File: config.mk
export PLATFORM = sky130hd
export DESIGN_NAME = reliable_command_reorder_buffer
export DESIGN_NICKNAME = d
export VERILOG_FILES = /design/src/rtl/rcrb_pkg.sv /design/src/rtl/rcrb_ctrl.sv /design/src/rtl/rcrb_datapath.sv /design/src/rtl/reliable_command_reorder_buffer.sv
export SDC_FILE = /design/constraint.sdc
export NUM_CORES = 2
export LEC_CHECK = 0
export ABC_AREA = 1
export BUFFER_PORTS_ARGS = -buffer_cell sky130_fd_sc_hd__buf_2
export CORE_ASPECT_RATIO = 0.7
export CORE_UTILIZATION = 45
export DETAILED_ROUTE_END_ITERATION = 7
export PLACE_DENSITY = 0.73
export SYNTH_ARGS = -nofsm -noshare
export SYNTH_HDL_FRONTEND = slang
export SYNTH_SLANG_ARGS = --single-unit
File: constraint.sdc
create_clock -name clk_i -period 7.9 [get_ports clk_i]
set_clock_uncertainty 0.1 [all_clocks]
set_input_delay 0.395 -clock clk_i [delete_from_list [all_inputs] [get_ports clk_i]]
set_output_delay 0.395 -clock clk_i [all_outputs]
set_load 0.03 [all_outputs]
File: src/rtl/rcrb_pkg.sv
package rcrb_pkg;

  localparam int unsigned WINDOW = 16;
  localparam int unsigned PAY_W  = 32;
  localparam int unsigned SEQ_W  = 64;
  localparam int unsigned LIM_W  = 5;
  localparam int unsigned IDX_W  = (WINDOW > 1) ? $clog2(WINDOW) : 1;
  localparam int unsigned CNT_W  = $clog2(WINDOW + 1);
  localparam int unsigned CMP_W  = (LIM_W > CNT_W) ? LIM_W : CNT_W;

  localparam logic [LIM_W-1:0] LIMIT_RESET = LIM_W'(16);

  typedef enum logic [2:0] {
    ST_OK          = 3'd0,
    ST_BAD_LIMIT   = 3'd1,
    ST_NOT_REL_CMD = 3'd2,
    ST_EXHAUSTED   = 3'd3,
    ST_WINDOW      = 3'd4,
    ST_FULL        = 3'd5
  } status_e;

  typedef struct packed {
    logic capture;
    logic check;
    logic scan;
    logic emit;
  } ctrl_t;

  typedef struct packed {
    logic release_run;
    logic scan_stop;
    logic emit_done;
  } stat_t;

endpackage

File: src/rtl/rcrb_ctrl.sv
module rcrb_ctrl (
  input  logic           clk_i,
  input  logic           rst_ni,
  input  logic           start,
  input  rcrb_pkg::stat_t stat_i,
  output rcrb_pkg::ctrl_t cmd_o,
  output logic           busy
);

  typedef enum logic [3:0] {
    S_IDLE  = 4'b0001,
    S_CHECK = 4'b0010,
    S_SCAN  = 4'b0100,
    S_EMIT  = 4'b1000
  } state_e;

  state_e state_q, state_d;

  always_comb begin
    state_d = state_q;
    unique case (state_q)
      S_IDLE: begin
        if (start) state_d = S_CHECK;
      end
      S_CHECK: begin
        state_d = stat_i.release_run ? S_SCAN : S_IDLE;
      end
      S_SCAN: begin
        if (stat_i.scan_stop) state_d = S_EMIT;
      end
      S_EMIT: begin
        if (stat_i.emit_done) state_d = S_IDLE;
      end
      default: begin
        state_d = S_IDLE;
      end
    endcase
  end

  always_ff @(posedge clk_i or negedge rst_ni) begin
    if (!rst_ni) begin
      state_q <= S_IDLE;
    end else begin
      state_q <= state_d;
    end
  end

  assign busy          = (state_q != S_IDLE);
  assign cmd_o.capture = (state_q == S_IDLE) && start;
  assign cmd_o.check   = (state_q == S_CHECK);
  assign cmd_o.scan    = (state_q == S_SCAN);
  assign cmd_o.emit    = (state_q == S_EMIT);

endmodule

File: src/rtl/rcrb_datapath.sv
module rcrb_datapath (
  input  logic                            clk_i,
  input  logic                            rst_ni,
  input  rcrb_pkg::ctrl_t                 cmd_i,
  output rcrb_pkg::stat_t                 stat_o,
  input  logic                            cfg_valid_i,
  input  logic [rcrb_pkg::LIM_W-1:0]      cfg_window_limit_i,
  input  logic [rcrb_pkg::SEQ_W-1:0]      sequence_req_i,
  input  logic                            is_command_i,
  input  logic                            is_reliable_i,
  input  logic [rcrb_pkg::PAY_W-1:0]      payload_word_i,
  output logic                            result_valid_o,
  output logic [2:0]                      status_o,
  output logic                            delivered_o,
  output logic [rcrb_pkg::SEQ_W-1:0]      out_sequence_o,
  output logic [rcrb_pkg::PAY_W-1:0]      out_payload_o,
  output logic                            last_o,
  output logic [rcrb_pkg::SEQ_W-1:0]      expected_next_o,
  output logic [rcrb_pkg::CNT_W-1:0]      buffered_count_o
);

  localparam int unsigned WINDOW = rcrb_pkg::WINDOW;
  localparam int unsigned SEQ_W  = rcrb_pkg::SEQ_W;
  localparam int unsigned PAY_W  = rcrb_pkg::PAY_W;
  localparam int unsigned LIM_W  = rcrb_pkg::LIM_W;
  localparam int unsigned IDX_W  = rcrb_pkg::IDX_W;
  localparam int unsigned CNT_W  = rcrb_pkg::CNT_W;
  localparam int unsigned CMP_W  = rcrb_pkg::CMP_W;
  localparam int unsigned SUM_W  = IDX_W + 1;

  function automatic logic [IDX_W-1:0] idx_inc(input logic [IDX_W-1:0] idx);
    logic [IDX_W-1:0] nxt;
    if (idx == IDX_W'(WINDOW - 1)) begin
      nxt = '0;
    end else begin
      nxt = idx + IDX_W'(1);
    end
    return nxt;
  endfunction

  // configuration and block state
  logic [LIM_W-1:0]  lim_q;
  logic [SEQ_W-1:0]  exp_q;
  logic [IDX_W-1:0]  exp_idx_q;
  logic [WINDOW-1:0] valid_q;
  logic [CNT_W-1:0]  held_q;
  logic [PAY_W-1:0]  mem_q [WINDOW];

  // captured word
  logic [SEQ_W-1:0]  seq_q;
  logic              cmd_q;
  logic              rel_q;
  logic [PAY_W-1:0]  pay_q;

  // scan and emit
  logic [SEQ_W-1:0]  scan_seq_q;
  logic [IDX_W-1:0]  scan_idx_q;
  logic [SEQ_W-1:0]  emit_seq_q;
  logic [IDX_W-1:0]  emit_idx_q;
  logic [CNT_W-1:0]  run_q;
  logic [CNT_W-1:0]  emit_cnt_q;
  logic [PAY_W-1:0]  rd_data_q;
  logic [IDX_W-1:0]  rd_addr;

  // result registers
  logic                   res_vld_q;
  rcrb_pkg::status_e      status_q;
  logic                   dlv_q;
  logic [SEQ_W-1:0]       oseq_q;
  logic [PAY_W-1:0]       opay_q;
  logic                   last_q;
  logic [SEQ_W-1:0]       onext_q;
  logic [CNT_W-1:0]       obuf_q;

  // check logic
  logic [CMP_W-1:0]  limit_c;
  logic [SEQ_W-1:0]  offset_c;
  logic              in_win_c;
  logic [SUM_W-1:0]  slot_sum_c;
  logic [IDX_W-1:0]  slot_idx_c;
  rcrb_pkg::status_e chk_status;
  logic              chk_store;
  logic              chk_release;
  logic              scan_stop_c;
  logic              emit_done_c;
  logic              first_emit_c;

  assign limit_c = (CMP_W'(lim_q) > CMP_W'(WINDOW)) ? CMP_W'(WINDOW) : CMP_W'(lim_q);
  assign offset_c = seq_q - exp_q;
  assign in_win_c = (offset_c != '0) && (offset_c <= SEQ_W'(WINDOW));

  // slot of the arriving word, taken relative to the awaited slot
  assign slot_sum_c = {1'b0, exp_idx_q} + offset_c[SUM_W-1:0];
  assign slot_idx_c = (slot_sum_c >= SUM_W'(WINDOW)) ?
                      IDX_W'(slot_sum_c - SUM_W'(WINDOW)) : slot_sum_c[IDX_W-1:0];

  always_comb begin
    chk_status  = rcrb_pkg::ST_OK;
    chk_store   = 1'b0;
    chk_release = 1'b0;
    priority if (lim_q == '0) begin
      chk_status = rcrb_pkg::ST_BAD_LIMIT;
    end else if (!cmd_q || !rel_q || (seq_q == '0)) begin
      chk_status = rcrb_pkg::ST_NOT_REL_CMD;
    end else if (exp_q == '0) begin
      chk_status = rcrb_pkg::ST_EXHAUSTED;
    end else if (seq_q < exp_q) begin
      // stale, dropped quietly
      chk_status = rcrb_pkg::ST_OK;
    end else if (in_win_c && valid_q[slot_idx_c]) begin
      // duplicate of a held word
      chk_status = rcrb_pkg::ST_OK;
    end else if (offset_c == '0) begin
      chk_release = 1'b1;
    end else if (offset_c > SEQ_W'(limit_c)) begin
      chk_status = rcrb_pkg::ST_WINDOW;
    end else if (CMP_W'(held_q) >= limit_c) begin
      chk_status = rcrb_pkg::ST_FULL;
    end else begin
      chk_store = 1'b1;
    end
  end

  assign scan_stop_c  = (scan_seq_q == '0) || !valid_q[scan_idx_q] ||
                        (run_q == CNT_W'(WINDOW));
  assign emit_done_c  = (emit_cnt_q == run_q);
  assign first_emit_c = (emit_cnt_q == '0);
  assign rd_addr      = first_emit_c ? emit_idx_q : idx_inc(emit_idx_q);

  assign stat_o.release_run = chk_release;
  assign stat_o.scan_stop   = scan_stop_c;
  assign stat_o.emit_done   = emit_done_c;

  always_ff @(posedge clk_i or negedge rst_ni) begin
    if (!rst_ni) begin
      lim_q      <= rcrb_pkg::LIMIT_RESET;
      exp_q      <= SEQ_W'(1);
      exp_idx_q  <= IDX_W'(1 % WINDOW);
      valid_q    <= '0;
      held_q     <= '0;
      run_q      <= '0;
      emit_cnt_q <= '0;
      res_vld_q  <= 1'b0;
    end else begin
      if (cfg_valid_i) begin
        lim_q <= cfg_window_limit_i;
      end
      if (cmd_i.check) begin
        if (chk_store) begin
          valid_q[slot_idx_c] <= 1'b1;
          held_q              <= held_q + CNT_W'(1);
        end
        if (chk_release) begin
          run_q <= '0;
        end
      end
      if (cmd_i.scan) begin
        if (scan_stop_c) begin
          // final state is known before the first word goes out
          exp_q      <= scan_seq_q;
          exp_idx_q  <= scan_idx_q;
          held_q     <= (held_q > run_q) ? held_q - run_q : '0;
          emit_cnt_q <= '0;
        end else begin
          run_q <= run_q + CNT_W'(1);
        end
      end
      if (cmd_i.emit) begin
        emit_cnt_q <= emit_cnt_q + CNT_W'(1);
        if (!first_emit_c) begin
          valid_q[emit_idx_q] <= 1'b0;
        end
      end
      res_vld_q <= (cmd_i.check && !chk_release) || cmd_i.emit;
    end
  end

  always_ff @(posedge clk_i) begin
    if (cmd_i.check && chk_store) begin
      mem_q[slot_idx_c] <= pay_q;
    end
    if (cmd_i.emit) begin
      rd_data_q <= mem_q[rd_addr];
    end
  end

  always_ff @(posedge clk_i) begin
    if (cmd_i.capture) begin
      seq_q <= sequence_req_i;
      cmd_q <= is_command_i;
      rel_q <= is_reliable_i;
      pay_q <= payload_word_i;
    end
    if (cmd_i.check && chk_release) begin
      scan_seq_q <= seq_q + SEQ_W'(1);
      scan_idx_q <= idx_inc(exp_idx_q);
      emit_seq_q <= seq_q + SEQ_W'(1);
      emit_idx_q <= idx_inc(exp_idx_q);
    end
    if (cmd_i.scan && !scan_stop_c) begin
      scan_seq_q <= scan_seq_q + SEQ_W'(1);
      scan_idx_q <= idx_inc(scan_idx_q);
    end
    if (cmd_i.emit && !first_emit_c) begin
      emit_seq_q <= emit_seq_q + SEQ_W'(1);
      emit_idx_q <= idx_inc(emit_idx_q);
    end

    if (cmd_i.check && !chk_release) begin
      status_q <= chk_status;
      dlv_q    <= 1'b0;
      oseq_q   <= '0;
      opay_q   <= '0;
      last_q   <= 1'b1;
      onext_q  <= exp_q;
      obuf_q   <= chk_store ? held_q + CNT_W'(1) : held_q;
    end
    if (cmd_i.emit) begin
      status_q <= rcrb_pkg::ST_OK;
      dlv_q    <= 1'b1;
      oseq_q   <= first_emit_c ? seq_q : emit_seq_q;
      opay_q   <= first_emit_c ? pay_q : rd_data_q;
      last_q   <= emit_done_c;
      onext_q  <= exp_q;
      obuf_q   <= held_q;
    end
  end

  assign result_valid_o   = res_vld_q;
  assign status_o         = status_q;
  assign delivered_o      = dlv_q;
  assign out_sequence_o   = oseq_q;
  assign out_payload_o    = opay_q;
  assign last_o           = last_q;
  assign expected_next_o  = onext_q;
  assign buffered_count_o = obuf_q;

endmodule

File: src/rtl/reliable_command_reorder_buffer.sv
// Reorder buffer for reliable command words, released strictly by sequence number.
// Input: a word is taken at a clock edge with start high and busy low; the fields
// sequence_req_i, is_command_i, is_reliable_i and payload_word_i are sampled there.
// Config: cfg_window_limit_i is written when cfg_valid_i is high (cfg_ready_o is
// always high); write it only while busy is low and no result is pending.
// Output: each result shows for one cycle with result_valid_o high; the receiver
// cannot stall, so every result must be taken as it appears.
// Sequence: a word that gives one result (error, stale, duplicate or newly held)
// keeps busy high through its check state; its result is registered there and
// shows as busy falls, and no new word is taken while busy is high.
// A word that releases itself and k held successors walks the valid bits one
// slot a cycle, then reads the payload memory one word a cycle, with busy high
// throughout; its k+1 results come back to back, last_o marks the end.
// Every result of a run already carries the final expected_next_o and
// buffered_count_o.
// Reset: awaited sequence one, nothing held, window limit 16; no clearing pass.
module reliable_command_reorder_buffer (
  input  logic                        clk_i,
  input  logic                        rst_ni,
  input  logic                        start,
  output logic                        busy,
  input  logic                        cfg_valid_i,
  output logic                        cfg_ready_o,
  input  logic [rcrb_pkg::LIM_W-1:0]  cfg_window_limit_i,
  input  logic [rcrb_pkg::SEQ_W-1:0]  sequence_req_i,
  input  logic                        is_command_i,
  input  logic                        is_reliable_i,
  input  logic [rcrb_pkg::PAY_W-1:0]  payload_word_i,
  output logic                        result_valid_o,
  output logic [2:0]                  status_o,
  output logic                        delivered_o,
  output logic [rcrb_pkg::SEQ_W-1:0]  out_sequence_o,
  output logic [rcrb_pkg::PAY_W-1:0]  out_payload_o,
  output logic                        last_o,
  output logic [rcrb_pkg::SEQ_W-1:0]  expected_next_o,
  output logic [rcrb_pkg::CNT_W-1:0]  buffered_count_o
);

  rcrb_pkg::ctrl_t cmd;
  rcrb_pkg::stat_t stat;

  assign cfg_ready_o = 1'b1;

  rcrb_ctrl u_ctrl (
    .clk_i  (clk_i),
    .rst_ni (rst_ni),
    .start  (start),
    .stat_i (stat),
    .cmd_o  (cmd),
    .busy   (busy)
  );

  rcrb_datapath u_dp (
    .clk_i              (clk_i),
    .rst_ni             (rst_ni),
    .cmd_i              (cmd),
    .stat_o             (stat),
    .cfg_valid_i        (cfg_valid_i),
    .cfg_window_limit_i (cfg_window_limit_i),
    .sequence_req_i     (sequence_req_i),
    .is_command_i       (is_command_i),
    .is_reliable_i      (is_reliable_i),
    .payload_word_i     (payload_word_i),
    .result_valid_o     (result_valid_o),
    .status_o           (status_o),
    .delivered_o        (delivered_o),
    .out_sequence_o     (out_sequence_o),
    .out_payload_o      (out_payload_o),
    .last_o             (last_o),
    .expected_next_o    (expected_next_o),
    .buffered_count_o   (buffered_count_o)
  );

endmodule

==> flow_summary_export.csv <==
group,metric,value,unit
timing,worst_pin_slew,1.562,ns
timing,finalCriticalPeriod,5.748,ns
timing,hold_violations,0,
cts,cts_resized,0,
timing,fin_crit_sh,0.7276,
worst_hold_path,hold_path_class,"input port to flip-flop",
status,status,"finished, violations left",
setup_path,cp_common_cell,"nand2_1",
job,drv_cap,1,
yosys,synth_seq_cells,1057,
yosys,synth_nets,6077,
detailed_routing,routed-via-count,44450,
finish,fillCellCount,10670,
setup_path,critical-path-max-stage-delay,0.93,ns
die,die_area,121800,um^2
timing,finalSetupViolCount,0,
pwr,netSwitchingPower,6385,uW
grt,grt_first_pass_wirelength,262.4,mm
pwr,pwr-share-seq,0.449,
die,start_util,0.4540,
timing,fin_tns_setup,0,ns
pwr,clockPowerShare,0.296,
worst_hold_path,min-delay-start,"payload_word_i[5]",
grt,grt_pass1_vias,39590,
setup_path,crit_type,"flip-flop to flip-flop",
yosys,syn_inst,5869,
cts,clock_latency,0.75,ns
pwr,switching_share,0.3684,
setup_path,regToRegSetupSlack,2.15,ns
pwr,max-vdd-ir-drop,0.1771,mV
die,coreArea,119400,um^2
cts,cts_root_buf,"clkbuf_16",
yosys,ys_seq_area_frac,0.5750,
cts,post_cts_buffers,0,
yosys,syn-cell-area,54190,um^2
grt,antenna_found_initial,8,
timing,fmax,174.0,MHz
timing,slew_headroom,-0.04940,
cts,clockBufferDepth,3,
finish,final_nets,6425,
pwr,p_leak,0.02560,uW
detailed_routing,finalWirelength,182.7,mm
yosys,synth_edf_count,944,
setup_path,rr_worst_depth,19,
setup_path,slowest_stage,"buf_4",
pwr,combPwrFrac,0.255,
worst_hold_path,worst_hold_path.endpoint,"u_dp.pay_q[5]$_DFFE_PP_",
finish,syn2layout_area_growth,14.15,%
setup_path,regToRegStartpoint,"u_dp.seq_q[36]$_DFFE_PP_",
detailed_routing,wl_per_cell,23.20,um
setup_path,r2r_end,"u_dp.out_sequence_o[39]$_SDFFCE_PN0P_",
cts,clock_sinks,1057,
finish,final_area,61860,um^2
cts,cts_tree,"built",
setup_path,required,8.12,ns
setup_path,cp_max_fo,79,
yosys,yosys_warnings,0,
die,die_w,416.8,um
yosys,synth_cell_types,65,
placement,gp_congestion,1.064,
setup_path,cp-startpoint,"u_dp.seq_q[36]$_DFFE_PP_",
grt,grt_max_degree,181,
pwr,power_density,280.2,nW/um^2
placement,io_buffers,278,
worst_hold_path,min_path_cells,2,
cts,numCtsBuffers,101,
finish,layout-drive-gt1-share,0.09897,
yosys,synthArstFlopShare,0.1031,
setup_path,path_delay_family,"simple AND/OR/NAND/NOR gates",
pwr,intPower,10950,uW
die,ios,280,
detailed_routing,avgViaCountPerCell,5.646,
cts,clk_pin_slew_worst_paths,0.06,ns
finish,post-route-util,0.5182,
setup_path,critPathArrivalTime,5.97,ns
grt,gr-total-overflow,0,
timing,grt_setup_unrepaired,"false",
placement,placed_cell_area,57210,um^2
cts,htree_levels,3,
yosys,synth.avg_cell_area,9.233,um^2
setup_path,worstPathCellList,"ha_1 -> nand2_1 -> nor2_2 -> nand2_1 -> nor2_1 -> and3_1 -> nand2_1 -> nand3b_1 -> nand2_1 -> nand2_1 -> nor2_1 -> nand2_1 -> nor2_4 -> nand2_1 -> inv_1 -> nand3_1 -> nand2_1 -> nand2_4 -> buf_4",
grt,grt_usage,0.2913,
cts,cts_hold_buffers,114,
setup_path,critPathBufInv,2,
finish,ff_latch_area,31160,um^2
yosys,ys.flop_type,"edfxtp_1",
status,violations,"capacitance limit, slew limit",
die,rows,106,
detailed_routing,drc,0,
setup_path,endpoint_kind,"flip-flop",
detailed_routing,dr.first_iter.drc_count,6747,
setup_path,cp-start-kind,"flip-flop",
die,dieHeight,292.3,um
detailed_routing,final_antenna_net_count,0,
finish,multi_input_area,18530,um^2
timing,slew_viol_final,2,
setup_path,crit_cells,19,
detailed_routing,firstDrtPassIters,6,
placement,dp_hpwl,133.5,mm
==> sequential cells by signal, indices dropped and copies added (netlist names), 16 cells and up <==
register / cells
u_dp.expected_next_o: 64
u_dp.exp_q: 64
u_dp.mem_q: 512
u_dp.seq_q: 64
u_dp.out_payload_o: 32
u_dp.rd_data_q: 32
u_dp.scan_seq_q: 64
u_dp.valid_q: 16
u_dp.pay_q: 32
u_dp.emit_seq_q: 64
u_dp.out_sequence_o: 64
==> power by group through the flow <==
stage | logic [uW] | clock network (uW) | registers [uW]
2_1_floorplan | 2200 | 0 | 7970
3_3_place_gp | 4180 | 0 | 7830
3_5_place_dp | 4200 | 0 | 7840
4_1_cts | 4260 | 5160 | 7730
5_1_grt | 4710 | 5370 | 7810
6_report | 4420 | 5120 | 7790
==> routing by layer <==
| layer | vias to the layer above | part of all wire | GRT usage |
|---|---|---|---|
| met5 | - | 0.00026 | 0 |
| met4 | 8 | 0.032 | 0.08752 |
| met3 | 269 | 0.14 | 0.09173 |
| met2 | 2571 | 0.39 | 0.3762 |
| met1 | 21190 | 0.45 | 0.4556 |
| li1 | 20410 | - | - |
==> layout make-up <==
type | count | share of cell area
Sequential cell | 1057 | 0.5038
Multi-Input combinational cell | 3593 | 0.2996
Inverter | 1041 | 0.06327
Timing Repair Buffer | 423 | 0.04495
Clock buffer | 113 | 0.04159
Tap cell | 1566 | 0.03168
Clock inverter | 78 | 0.01505
Antenna cell | 2 | 0.00008091
==> worst reg2reg max path, stage by stage, from the launching register on <==
cell and delay [ns]:
edfxtp_1 0.57, ha_1 0.61, nand2_1 0.24, nor2_2 0.25, nand2_1 0.13, nor2_1 0.41
and3_1 0.23, nand2_1 0.09, nand3b_1 0.10, nand2_1 0.08, nand2_1 0.10, nor2_1 0.06
nand2_1 0.11, nor2_4 0.07, nand2_1 0.09, inv_1 0.08, nand3_1 0.07, nand2_1 0.17
nand2_4 0.74, buf_4 0.99
==> worst max-delay path by stage <==
stage | to | slack [ns]
floorplan | u_dp.buffered_count_o[0]$_DFFE_PP_ | 1.04
global placement | u_dp.out_sequence_o[62]$_SDFFCE_PN0P_ | 2.35
detailed placement | u_dp.out_sequence_o[52]$_SDFFCE_PN0P_ | 2.33
CTS | u_dp.out_sequence_o[44]$_SDFFCE_PN0P_ | 2.27
global route | u_dp.out_sequence_o[44]$_SDFFCE_PN0P_ | 1.83
finish | u_dp.out_sequence_o[39]$_SDFFCE_PN0P_ | 2.15
==> synthesized netlist by cell type, types with 13 or more instances <==
cell | count | area [um^2]
nor2_4 | 13 | 146.4
a22oi_1 | 18 | 135.1
nand3_1 | 263 | 1316
inv_1 | 997 | 3742
o22ai_1 | 59 | 369.1
edfxtp_1 | 944 | 28350
o21ai_0 | 427 | 2137
nor4_1 | 83 | 519.3
nor3_1 | 106 | 530.5
o211ai_1 | 70 | 525.5
buf_1 | 14 | 52.55
o21ai_1 | 15 | 75.07
dfrtp_1 | 105 | 2628
ha_1 | 98 | 1226
inv_2 | 36 | 135.1
xor2_1 | 175 | 1533
clkbuf_1 | 162 | 608.1
nand4_1 | 104 | 650.6
o221ai_1 | 33 | 289.0
nor2_1 | 251 | 942.2
a21oi_1 | 295 | 1476
nor2_2 | 27 | 168.9
nand2_1 | 1441 | 5409
nand3b_1 | 21 | 157.7
==> kinds of logic (layout without fill, tap and decap cells) <==
logic type,count (synthesis),count (layout),share of synthesized area
muxes,1,1,0.0002078
xor gates and xnor gates,180,180,0.02909
DFF,1057,1057,0.5750
buffers and inverters,1219,1655,0.08458
AOI/OAI and AO/OA,951,951,0.09725
adders and majority gates,101,101,0.02374
and+or+nand+nor,2359,2359,0.1900
other,1,3,0.00006920
==> stage by stage <==
stage / hold WS (ns) / cells / power [uW] / setup WS (ns)
floorplan: -0.0005911 / 5869 / 10160 / 1.038
global placement: 0.3589 / 7566 / 12010 / 2.353
detailed placement: 0.3658 / 7566 / 12040 / 2.326
CTS: 0.2113 / 7871 / 17160 / 2.269
global route: 0.2185 / 7871 / 17890 / 1.832
finish: 0.2531 / 7873 / 17330 / 2.152
==> cells in the final DEF, fill, tap and decap left out, drive strengths merged, types with 5 or more instances in the layout <==
master,instances
o22ai,59
buf,309
nand2,1450
nand4,107
o221ai,33
bufinv,14
clkbuf,113
dlygate4sd3,114
xor2,175
nor3b,6
a21oi,297
nor3,114
clkinvlp,10
a31oi,8
nor4,86
dfrtp,105
nand3b,22
xnor2,5
nand3,268
clkinv,60
o21ai,442
nor2,291
ha,98
o211ai,70
a22oi,18
o21bai,5
inv,1035
edfxtp,944
Note: power is estimated with default switching activity, not from simulation.
